===== src/hw/rtl/lvd_pkg.sv =====
package lvd_pkg;

  localparam int MAX_LEN    = 32;
  localparam int IDX_W      = $clog2(MAX_LEN + 1);
  localparam int CHAR_IDX_W = $clog2(MAX_LEN);
  localparam int DIST_W     = 6;
  localparam int SYM_W      = 8;

  localparam logic [1:0] REQ_LOAD   = 2'd0;
  localparam logic [1:0] REQ_FIRST  = 2'd1;
  localparam logic [1:0] REQ_FINISH = 2'd2;

  typedef struct packed {
    logic [1:0]       req_type;
    logic [SYM_W-1:0] symbol;
  } req_t;

  typedef struct packed {
    logic [DIST_W-1:0] distance;
    logic              error;
  } result_t;

  // Operands of one dynamic-programming cell.
  typedef struct packed {
    logic [DIST_W-1:0] up;
    logic [DIST_W-1:0] left;
    logic [DIST_W-1:0] diag;
    logic              mismatch;
  } cell_in_t;

endpackage


===== src/hw/rtl/lvd_cell_unit.sv =====
module lvd_cell_unit (
  input  lvd_pkg::cell_in_t          operands,
  output logic [lvd_pkg::DIST_W-1:0] cell_cost
);
  import lvd_pkg::*;

  logic [DIST_W-1:0] ins_cost;
  logic [DIST_W-1:0] del_cost;
  logic [DIST_W-1:0] sub_cost;
  logic [DIST_W-1:0] min_ab;

  always_comb begin
    ins_cost  = operands.up + DIST_W'(1);
    del_cost  = operands.left + DIST_W'(1);
    sub_cost  = operands.diag + DIST_W'(operands.mismatch);
    min_ab    = (ins_cost < del_cost) ? ins_cost : del_cost;
    cell_cost = (min_ab < sub_cost) ? min_ab : sub_cost;
  end

endmodule


===== src/hw/rtl/levenshtein_distance_core.sv =====
// Load and ignored transactions leave busy low.
// A first-string character that is not dropped for overflow is processed one row
// cell per cycle through the shared cell unit and the single row memory read
// port, with no stall during the pass.
// A finish transaction passes through S_FIN and S_EMIT; its result is registered with done.
// The receiver cannot stall; each result is shown for exactly one cycle.
// Synchronous reset clears the counts and flags; the memories are not cleared.
module levenshtein_distance_core (
  input  logic             clk,
  input  logic             rst,
  input  logic             start,
  input  lvd_pkg::req_t    req,
  output logic             busy,
  output logic             done,
  output lvd_pkg::result_t result
);
  import lvd_pkg::*;

  typedef enum logic [1:0] {S_IDLE, S_RUN, S_FIN, S_EMIT} state_t;

  state_t            state;
  logic [IDX_W-1:0]  second_count;
  logic [IDX_W-1:0]  first_count;
  logic              row_started;
  logic              error_seen;
  logic              init;
  logic [SYM_W-1:0]  ch;
  logic [IDX_W-1:0]  rd_idx;
  logic              issue_v;
  logic [IDX_W-1:0]  stage_idx;
  logic              stage_v;
  logic [DIST_W-1:0] left;
  logic [DIST_W-1:0] diag;

  logic [SYM_W-1:0]  chars_mem [MAX_LEN];
  logic [DIST_W-1:0] row_mem [MAX_LEN+1];
  logic [SYM_W-1:0]  char_q;
  logic [DIST_W-1:0] row_q;

  logic              accept;
  logic              chars_we;
  logic              row_we;
  logic [IDX_W-1:0]  char_addr;
  logic [DIST_W-1:0] up_val;
  logic [DIST_W-1:0] wr_val;
  logic [DIST_W-1:0] cell_cost;
  cell_in_t          operands;

  assign busy   = (state != S_IDLE);
  assign accept = start && !busy;

  always_comb begin
    chars_we = accept && (req.req_type == REQ_LOAD) && !row_started &&
               (second_count < IDX_W'(MAX_LEN));
    row_we   = (state == S_RUN) && stage_v;
    char_addr = rd_idx - IDX_W'(1);
    // Before the first pass the row holds its index, so the read is bypassed.
    up_val   = init ? DIST_W'(stage_idx) : row_q;
    operands.up       = up_val;
    operands.left     = left;
    operands.diag     = diag;
    operands.mismatch = (char_q != ch);
    wr_val   = (stage_idx == '0) ? DIST_W'(first_count + IDX_W'(1)) : cell_cost;
  end

  lvd_cell_unit u_cell (
    .operands  (operands),
    .cell_cost (cell_cost)
  );

  always_ff @(posedge clk) begin
    if (chars_we) begin
      chars_mem[second_count[CHAR_IDX_W-1:0]] <= req.symbol;
    end
    char_q <= chars_mem[char_addr[CHAR_IDX_W-1:0]];
  end

  always_ff @(posedge clk) begin
    if (row_we) begin
      row_mem[stage_idx] <= wr_val;
    end
    row_q <= row_mem[rd_idx];
  end

  always_ff @(posedge clk) begin
    if (rst) begin
      state        <= S_IDLE;
      second_count <= '0;
      first_count  <= '0;
      row_started  <= 1'b0;
      error_seen   <= 1'b0;
      issue_v      <= 1'b0;
      stage_v      <= 1'b0;
      done         <= 1'b0;
    end else begin
      done <= 1'b0;
      case (state)
        S_IDLE: begin
          if (accept) begin
            case (req.req_type)
              REQ_LOAD: begin
                if (row_started || second_count >= IDX_W'(MAX_LEN)) begin
                  error_seen <= 1'b1;
                end else begin
                  second_count <= second_count + IDX_W'(1);
                end
              end
              REQ_FIRST: begin
                row_started <= 1'b1;
                if (first_count >= IDX_W'(MAX_LEN)) begin
                  error_seen <= 1'b1;
                end else begin
                  init    <= !row_started;
                  ch      <= req.symbol;
                  rd_idx  <= '0;
                  issue_v <= 1'b1;
                  stage_v <= 1'b0;
                  state   <= S_RUN;
                end
              end
              REQ_FINISH: begin
                rd_idx <= second_count;
                state  <= S_FIN;
              end
              default: ;
            endcase
          end
        end
        S_RUN: begin
          stage_v   <= issue_v;
          stage_idx <= rd_idx;
          if (issue_v) begin
            if (rd_idx == second_count) begin
              issue_v <= 1'b0;
            end else begin
              rd_idx <= rd_idx + IDX_W'(1);
            end
          end
          if (stage_v) begin
            left <= wr_val;
            diag <= up_val;
            if (stage_idx == second_count) begin
              first_count <= first_count + IDX_W'(1);
              stage_v     <= 1'b0;
              state       <= S_IDLE;
            end
          end
        end
        S_FIN: begin
          state <= S_EMIT;
        end
        S_EMIT: begin
          result.distance <= row_started ? row_q : DIST_W'(second_count);
          result.error    <= error_seen;
          done            <= 1'b1;
          second_count    <= '0;
          first_count     <= '0;
          row_started     <= 1'b0;
          error_seen      <= 1'b0;
          state           <= S_IDLE;
        end
        default: begin
          state <= S_IDLE;
        end
      endcase
    end
  end

endmodule

===== config.mk =====
export PLATFORM = sky130hd
export DESIGN_NAME = levenshtein_distance_core
export DESIGN_NICKNAME = d
export VERILOG_FILES = /design/src/hw/rtl/lvd_pkg.sv /design/src/hw/rtl/lvd_cell_unit.sv /design/src/hw/rtl/levenshtein_distance_core.sv
export SDC_FILE = /design/constraint.sdc
export NUM_CORES = 1
export LEC_CHECK = 0
export ABC_AREA = 1
export BUFFER_PORTS_ARGS = -buffer_cell sky130_fd_sc_hd__buf_4
export CAP_MARGIN = 40
export CORE_ASPECT_RATIO = 0.75
export CORE_MARGIN = 8
export CORE_UTILIZATION = 40
export DETAILED_ROUTE_END_ITERATION = 10
export SKIP_LAST_GASP = 1
export SLEW_MARGIN = 30
export SYNTH_ARGS = -nofsm -noshare
export SYNTH_HDL_FRONTEND = slang
export SYNTH_HIERARCHICAL = 1
export SYNTH_SLANG_ARGS = --single-unit
export TNS_END_PERCENT = 5

===== constraint.sdc =====
create_clock -name clk -period 10.3 [get_ports clk]
set_input_delay 0.515 -clock clk [delete_from_list [all_inputs] [get_ports clk]]
set_output_delay 0.515 -clock clk [all_outputs]
set_load 0.05 [all_outputs]

==> impl_metrics.csv, run 1 <==
group,metric,value,unit
status,status,"finished, final reports clean",
floorplan,die_w,292.5,um
cells_and_area,synthToLayoutAreaGrowth,11.54,%
global_route,grt_overflow,0,
power,ir_drop,0.0001217,V
logic_synthesis,syn-cell-area,22940,sq um
setup_path,cpPeakStageDelay,0.56,ns
floorplan,ioPinCount,22,
sta,period_needed,4.616,ns
placed_design,gp_congestion,0.8526,
clock_tree,cts_tree,"done",
clock_tree,clk_pin_slew,0.06,ns
cells_and_area,regArea,15490,sq um
sta,fin_tns_setup,0,ns
logic_synthesis,ys_ff_latch,527,
logic_synthesis,synth_fp_nets,2173,
sta,fmax,216.6,MHz
cells_and_area,antenna_cells,0,
setup_path,critPathRequiredTime,10.49,ns
global_route,antenna_found_initial,0,
clock_tree,cts.sinks,527,
sta,final_hold_viol_count,0,
sta,min_period_over_period,44.82,%
logic_synthesis,synth_edf_count,494,
setup_path,path_buf_inv,0,
power,power_density,247.7,nW/um^2
clock_tree,post_cts_resized,0,
min_path,hold_class,"input pin to flop",
detailed_routing,antenna_left,0,
global_route,grt_use_total,16.27,%
placed_design,io_buffers,21,
cells_and_area,multiInputGateArea,6355,sq um
clock_tree,htree_levels,2,
cells_and_area,mostFrequentLayoutCell,"edfxtp_1",
setup_path,crit_type,"flop to flop",
floorplan,die_area,65350,sq um
detailed_routing,route.detailed.drc,0,
power,power.total,6.339,mW
floorplan,die_h,223.4,um
sta,max_slew_margin,45.04,%
power,p_leak,9.387,nW
sta,setup_viol,0,
sta,rsz0062_at_grt,"no",
floorplan,rows,76,
floorplan,initial_core_util,40.21,%
logic_synthesis,netlist_top_cells_area,"edfxtp_1, nand2_1, nor2_1, nand3_1, o21ai_0",
placed_design,dp_cells,2824,
setup_path,crit_path_end_kind,"flop",
clock_tree,postCtsSetupBuffers,0,
min_path,min_delay_path_depth,2,
cells_and_area,final_util,44.85,%
cells_and_area,fillCellCount,5157,
detailed_routing,drt-wirelength-per-cell,18.53,um
logic_synthesis,yosysSeqAreaShare,67.54,%
clock_tree,clkLatencyLatePin,0.61,ns
logic_synthesis,ys_async_sr_fraction,0,%
placed_design,dp_hpwl,33.31,mm
detailed_routing,viasPerCell,5.169,
clock_tree,ctsHoldBuffers,0,
sta,slew_violations,0,
detailed_routing,vias,15162,
sta,tightest_slew,0.8214,ns
global_route,first_global_vias,14055,
logic_synthesis,synth_flop_cell,"edfxtp_1",
setup_path,crit_path_top_delay_cell,"edfxtp_1",
setup_path,crit_fanout,34,
setup_path,arrival,4.80,ns
detailed_routing,drt_iter0_drc,1462,
global_route,grt_first_pass_wirelength,84.53,mm
logic_synthesis,yosys.area.top_type_share,64.66,%
global_route,grt_max_degree,82,
logic_synthesis,ys_types,40,
logic_synthesis,yosys.area.top_type,"edfxtp_1",
cells_and_area,final_cell_mix,"edfxtp_1, nand2_1, nor2_1, nand3_1",
setup_path,ff2ff_path_depth,20,
cells_and_area,nNetsFinal,2186,
setup_path,start_kind,"flop",
cells_and_area,layout-drive-gt1-share,7.345,%
setup_path,crit_family,"simple AND/OR/NAND/NOR gates",
logic_synthesis,syn_area_per_cell,10.75,sq um
cells_and_area,fin_cells,2933,
setup_path,crit_cells,20,
setup_path,worstPathCellList,"nor2_1 > a21oi_1 > nand4_1 > nor2_1 > xor2_1 > ha_1 > nand2_1 > a21oi_2 > nand2_2 > nand2_4 > o21ai_0 > ha_1 > a21oi_1 > nor2_1 > a211oi_4 > nand2_4 > nand2_1 > nand2_1 > nand2_1 > nand2_2",
run,max-cap-violations,0,
logic_synthesis,yosys_warnings,6,
floorplan,coreArea,57050,sq um
sta,clock_skew,0.02011,ns
clock_tree,cts_buffers,54,
setup_path,crit_top_cell,"nand2_1",
detailed_routing,totalWireLength,54.34,mm
clock_tree,cts_buffer_depth,3,
logic_synthesis,syn_inst,2134,
detailed_routing,firstDrtPassIters,5,
clock_tree,cts_root_buf,"clkbuf_16",
## flip-flops by register name (all words and copies together) (netlist names), 7 cells and up
name	count
row_mem	198
chars_mem	256
char_q	8
result	7
ch	8
## layout make-up
type	count	area share [%]
multi-input combinational	1355	24.83
tap	741	3.623
inverter	153	2.274
sequential	527	60.55
clock inverter	33	1.125
timing repair buffer	56	2.024
clock buffer	68	5.569
## final timing paths
path / start / endpoint / slack (ns)
max: init / row_mem[18][1] / 5.68
min reg2reg: row_mem[32][2] / row_q[2] / 0.46
min: rst / first_count[1] / 0.21
max reg2reg: init / row_mem[18][1] / 5.68
## metrics by stage
stage	area [sq um]	hold slack, ns	setup slack, ns
after floorplan	22940	0.4082	5.957
after global placement	23630	0.4302	5.546
after detailed placement	23800	0.4324	5.732
after CTS	25510	0.1820	5.717
after global routing	25590	0.2144	5.177
final	25590	0.2098	5.684
## power breakdown
group | leakage [nW] | internal, mW | total (mW) | switching, mW
Combinational | 3.82 | 0.492 | 1.77 | 1.28
Clock | 0.840 | 1.10 | 1.92 | 0.814
Sequential | 4.73 | 2.60 | 2.65 | 0.0476
## per-layer routing
layer,vias up,wire length (um),track usage [%]
li1,7312,-,-
met3,82,3821,1.967
met2,528,22740,23.23
met4,0,955,4.119
met1,7240,26830,25.84
met5,-,0,0
## cell families (layout without fill, tap and decap cells)
kind of cell	after synthesis	count (layout)	share of synthesized area, %
buffers and inverters	252	310	4.838
and+or+nand+nor	1032	1032	18.40
DFF	527	527	67.54
xor gates and xnor gates	30	30	1.342
AOI/OAI and AO/OA	267	267	6.463
adders and majority gates	26	26	1.418
## synthesized netlist by cell type (6+ instances only)
master,count
inv_2,6
buf_1,10
nor2_1,381
nand2_2,6
buf_6,9
nand4_1,12
nand2_1,420
xor2_1,22
o21ai_0,147
nor3_1,9
o211ai_1,40
edfxtp_1,494
o21ai_1,33
clkbuf_1,27
ha_1,26
dfxtp_1,33
buf_2,42
a21oi_1,39
buf_4,11
inv_1,145
nand3_1,194
No activity file was read; power rests on OpenSTA's default activity.
==> run 2: changes to the inputs <==
==> constraint.sdc (replaced) <==
create_clock -name clk -period 4.5 [get_ports clk]
set_input_delay 0.225 -clock clk [delete_from_list [all_inputs] [get_ports clk]]
set_output_delay 0.225 -clock clk [all_outputs]
set_load 0.05 [all_outputs]
==> impl_metrics.csv, run 2 (same netlist as run 1, synthesis figures left out) <==
group,metric,value,unit
detailed_routing,antenna_left,0,
sta,min_period_over_period,94.11,%
cells_and_area,synthToLayoutAreaGrowth,11.59,%
cells_and_area,final_util,44.87,%
floorplan,die_h,223.4,um
sta,fin_tns_setup,0,ns
floorplan,rows,76,
floorplan,ioPinCount,22,
clock_tree,cts_buffers,54,
status,status,"finished, final reports clean",
placed_design,placed_area,23710,sq um
sta,period_needed,4.235,ns
detailed_routing,route.detailed.drc,0,
clock_tree,clkLatencyLatePin,0.61,ns
power,power_density,566.8,nW/um^2
floorplan,die_area,65350,sq um
setup_path,crit_fanout,34,
floorplan,die_w,292.5,um
detailed_routing,drt_iter0_drc,1566,
min_path,hold_class,"input pin to flop",
clock_tree,clk_pin_slew,0.06,ns
sta,clock_skew,0.01786,ns
global_route,grt_max_degree,230,
cells_and_area,layout-drive-gt1-share,7.260,%
setup_path,critPathRequiredTime,4.90,ns
global_route,first_global_vias,14625,
setup_path,start_kind,"flop",
placed_design,gp_congestion,0.8633,
setup_path,crit_path_end_kind,"flop",
sta,setup_viol,0,
power,ir_drop,0.0003072,V
cells_and_area,fin_cells,2931,
global_route,grt_overflow,0,
detailed_routing,firstDrtPassIters,5,
setup_path,ff2ff_path_depth,21,
sta,tightest_slew,0.8298,ns
placed_design,dp_hpwl,33.43,mm
cells_and_area,final_cell_mix,"edfxtp_1, nand2_1, nor2_1, nand3_1, inv_1",
cells_and_area,largest_register_ff_count,256,
sta,max_slew_margin,44.48,%
detailed_routing,vias,15400,
power,p_leak,9.367,nW
floorplan,initial_core_util,40.21,%
detailed_routing,drt-wirelength-per-cell,18.99,um
global_route,grt_first_pass_wirelength,85.82,mm
min_path,min_from,"req[3]",
global_route,grt_use_total,16.66,%
sta,slew_violations,0,
setup_path,crit_type,"flop to flop",
setup_path,r2r_slack,0.27,ns
placed_design,io_buffers,21,
sta,final_hold_viol_count,0,
sta,fmax,236.1,MHz
sta,whs,0.06946,ns
clock_tree,cts.sinks,527,
clock_tree,cts_tree,"done",
detailed_routing,totalWireLength,55.66,mm
cells_and_area,antenna_cells,0,
detailed_routing,viasPerCell,5.254,
clock_tree,htree_levels,2,
min_path,hold_end,"chars_mem[30][3]",
clock_tree,cts_root_buf,"clkbuf_16",
run,max-cap-violations,0,
cells_and_area,multiInputGateArea,6360,sq um
floorplan,coreArea,57050,sq um
cells_and_area,mostFrequentLayoutCell,"edfxtp_1",
cells_and_area,nNetsFinal,2187,
setup_path,arrival,4.63,ns
min_path,min_delay_path_depth,1,
global_route,antenna_found_initial,0,
setup_path,rr_endpoint,"row_mem[19][3]",
cells_and_area,regArea,15490,sq um
setup_path,crit-reg2reg-launch,"init",
cells_and_area,fillCellCount,5247,
cells_and_area,stdcell_area,25600,sq um
clock_tree,cts_buffer_depth,3,
placed_design,dp_cells,2818,
-- run 2: changes by cell type in the layout (fill, tap and decap cells not counted), moves of 5 or more --
| cell | delta |
|---|---|
| clkinv_1 | -5 |
| clkinv_2 | -5 |
| buf_4 | -5 |
| clkbuf_1 | +5 |
| buf_6 | +6 |
-- run 2: area by class of cell --
type / count / area share, %
inverters: 153 / 2.273
flip-flops and latches: 527 / 60.52
clock buffers: 73 / 5.640
multi-input cells: 1355 / 24.84
repair buffers: 57 / 2.092
clock inverters: 25 / 1.012
well taps: 741 / 3.621
-- run 2: critical path: stages (launching register included) --
cell      delay, ns
edfxtp_1       0.46
buf_4          0.18
a21oi_1        0.19
buf_4          0.17
ha_1           0.18
nand3_1        0.09
xor2_1         0.28
ha_1           0.30
nand2_1        0.09
a21oi_2        0.04
nand2_2        0.09
nand2_4        0.06
o21ai_0        0.30
ha_1           0.31
a21oi_1        0.17
nor2_1         0.08
a211oi_4       0.35
nand3_1        0.14
nand2_1        0.09
nand2_1        0.07
o21ai_2        0.08
buf_6          0.27
-- run 2: worst max path at each step --
stage | start | endpoint | cells past startpoint
after floorplan | init | left[0] | 21
after global placement | init | row_mem[30][4] | 19
after detailed placement | stage_idx[1] | row_mem[14][4] | 20
after CTS | stage_idx[1] | row_mem[7][4] | 20
after global routing | init | row_mem[28][4] | 20
final | init | row_mem[19][3] | 21
-- run 2: what timing repair did --
action,4_1_cts,5_1_grt
endpoints found under the setup margin,0,204
endpoints found under the hold margin,9,0
gates resized for setup,0,10
hold buffers,2,0
setup buffers,0,4
-- run 2: metrics by stage --
step	power [mW]	setup WS (ns)
floorplan	8.828	0.1569
global placement	10.07	0.3026
detailed placement	10.17	0.1569
CTS	14.54	0.1425
global route	15.24	-0.0005103
finish	14.51	0.2651
-- run 2: metal layers --
metal | GRT usage, % | routed length, um | up-vias
met5 | 0 | 0 | -
met2 | 24.47 | 23940 | 502
met4 | 4.646 | 1112 | 0
li1 | - | - | 7313
met3 | 3.039 | 4191 | 77
met1 | 25.04 | 26420 | 7508
-- run 2: power breakdown --
part	internal, mW	switching [mW]
Combinational	1.15	2.94
Sequential	5.95	0.103
Clock	2.53	1.83
Total	9.64	4.87
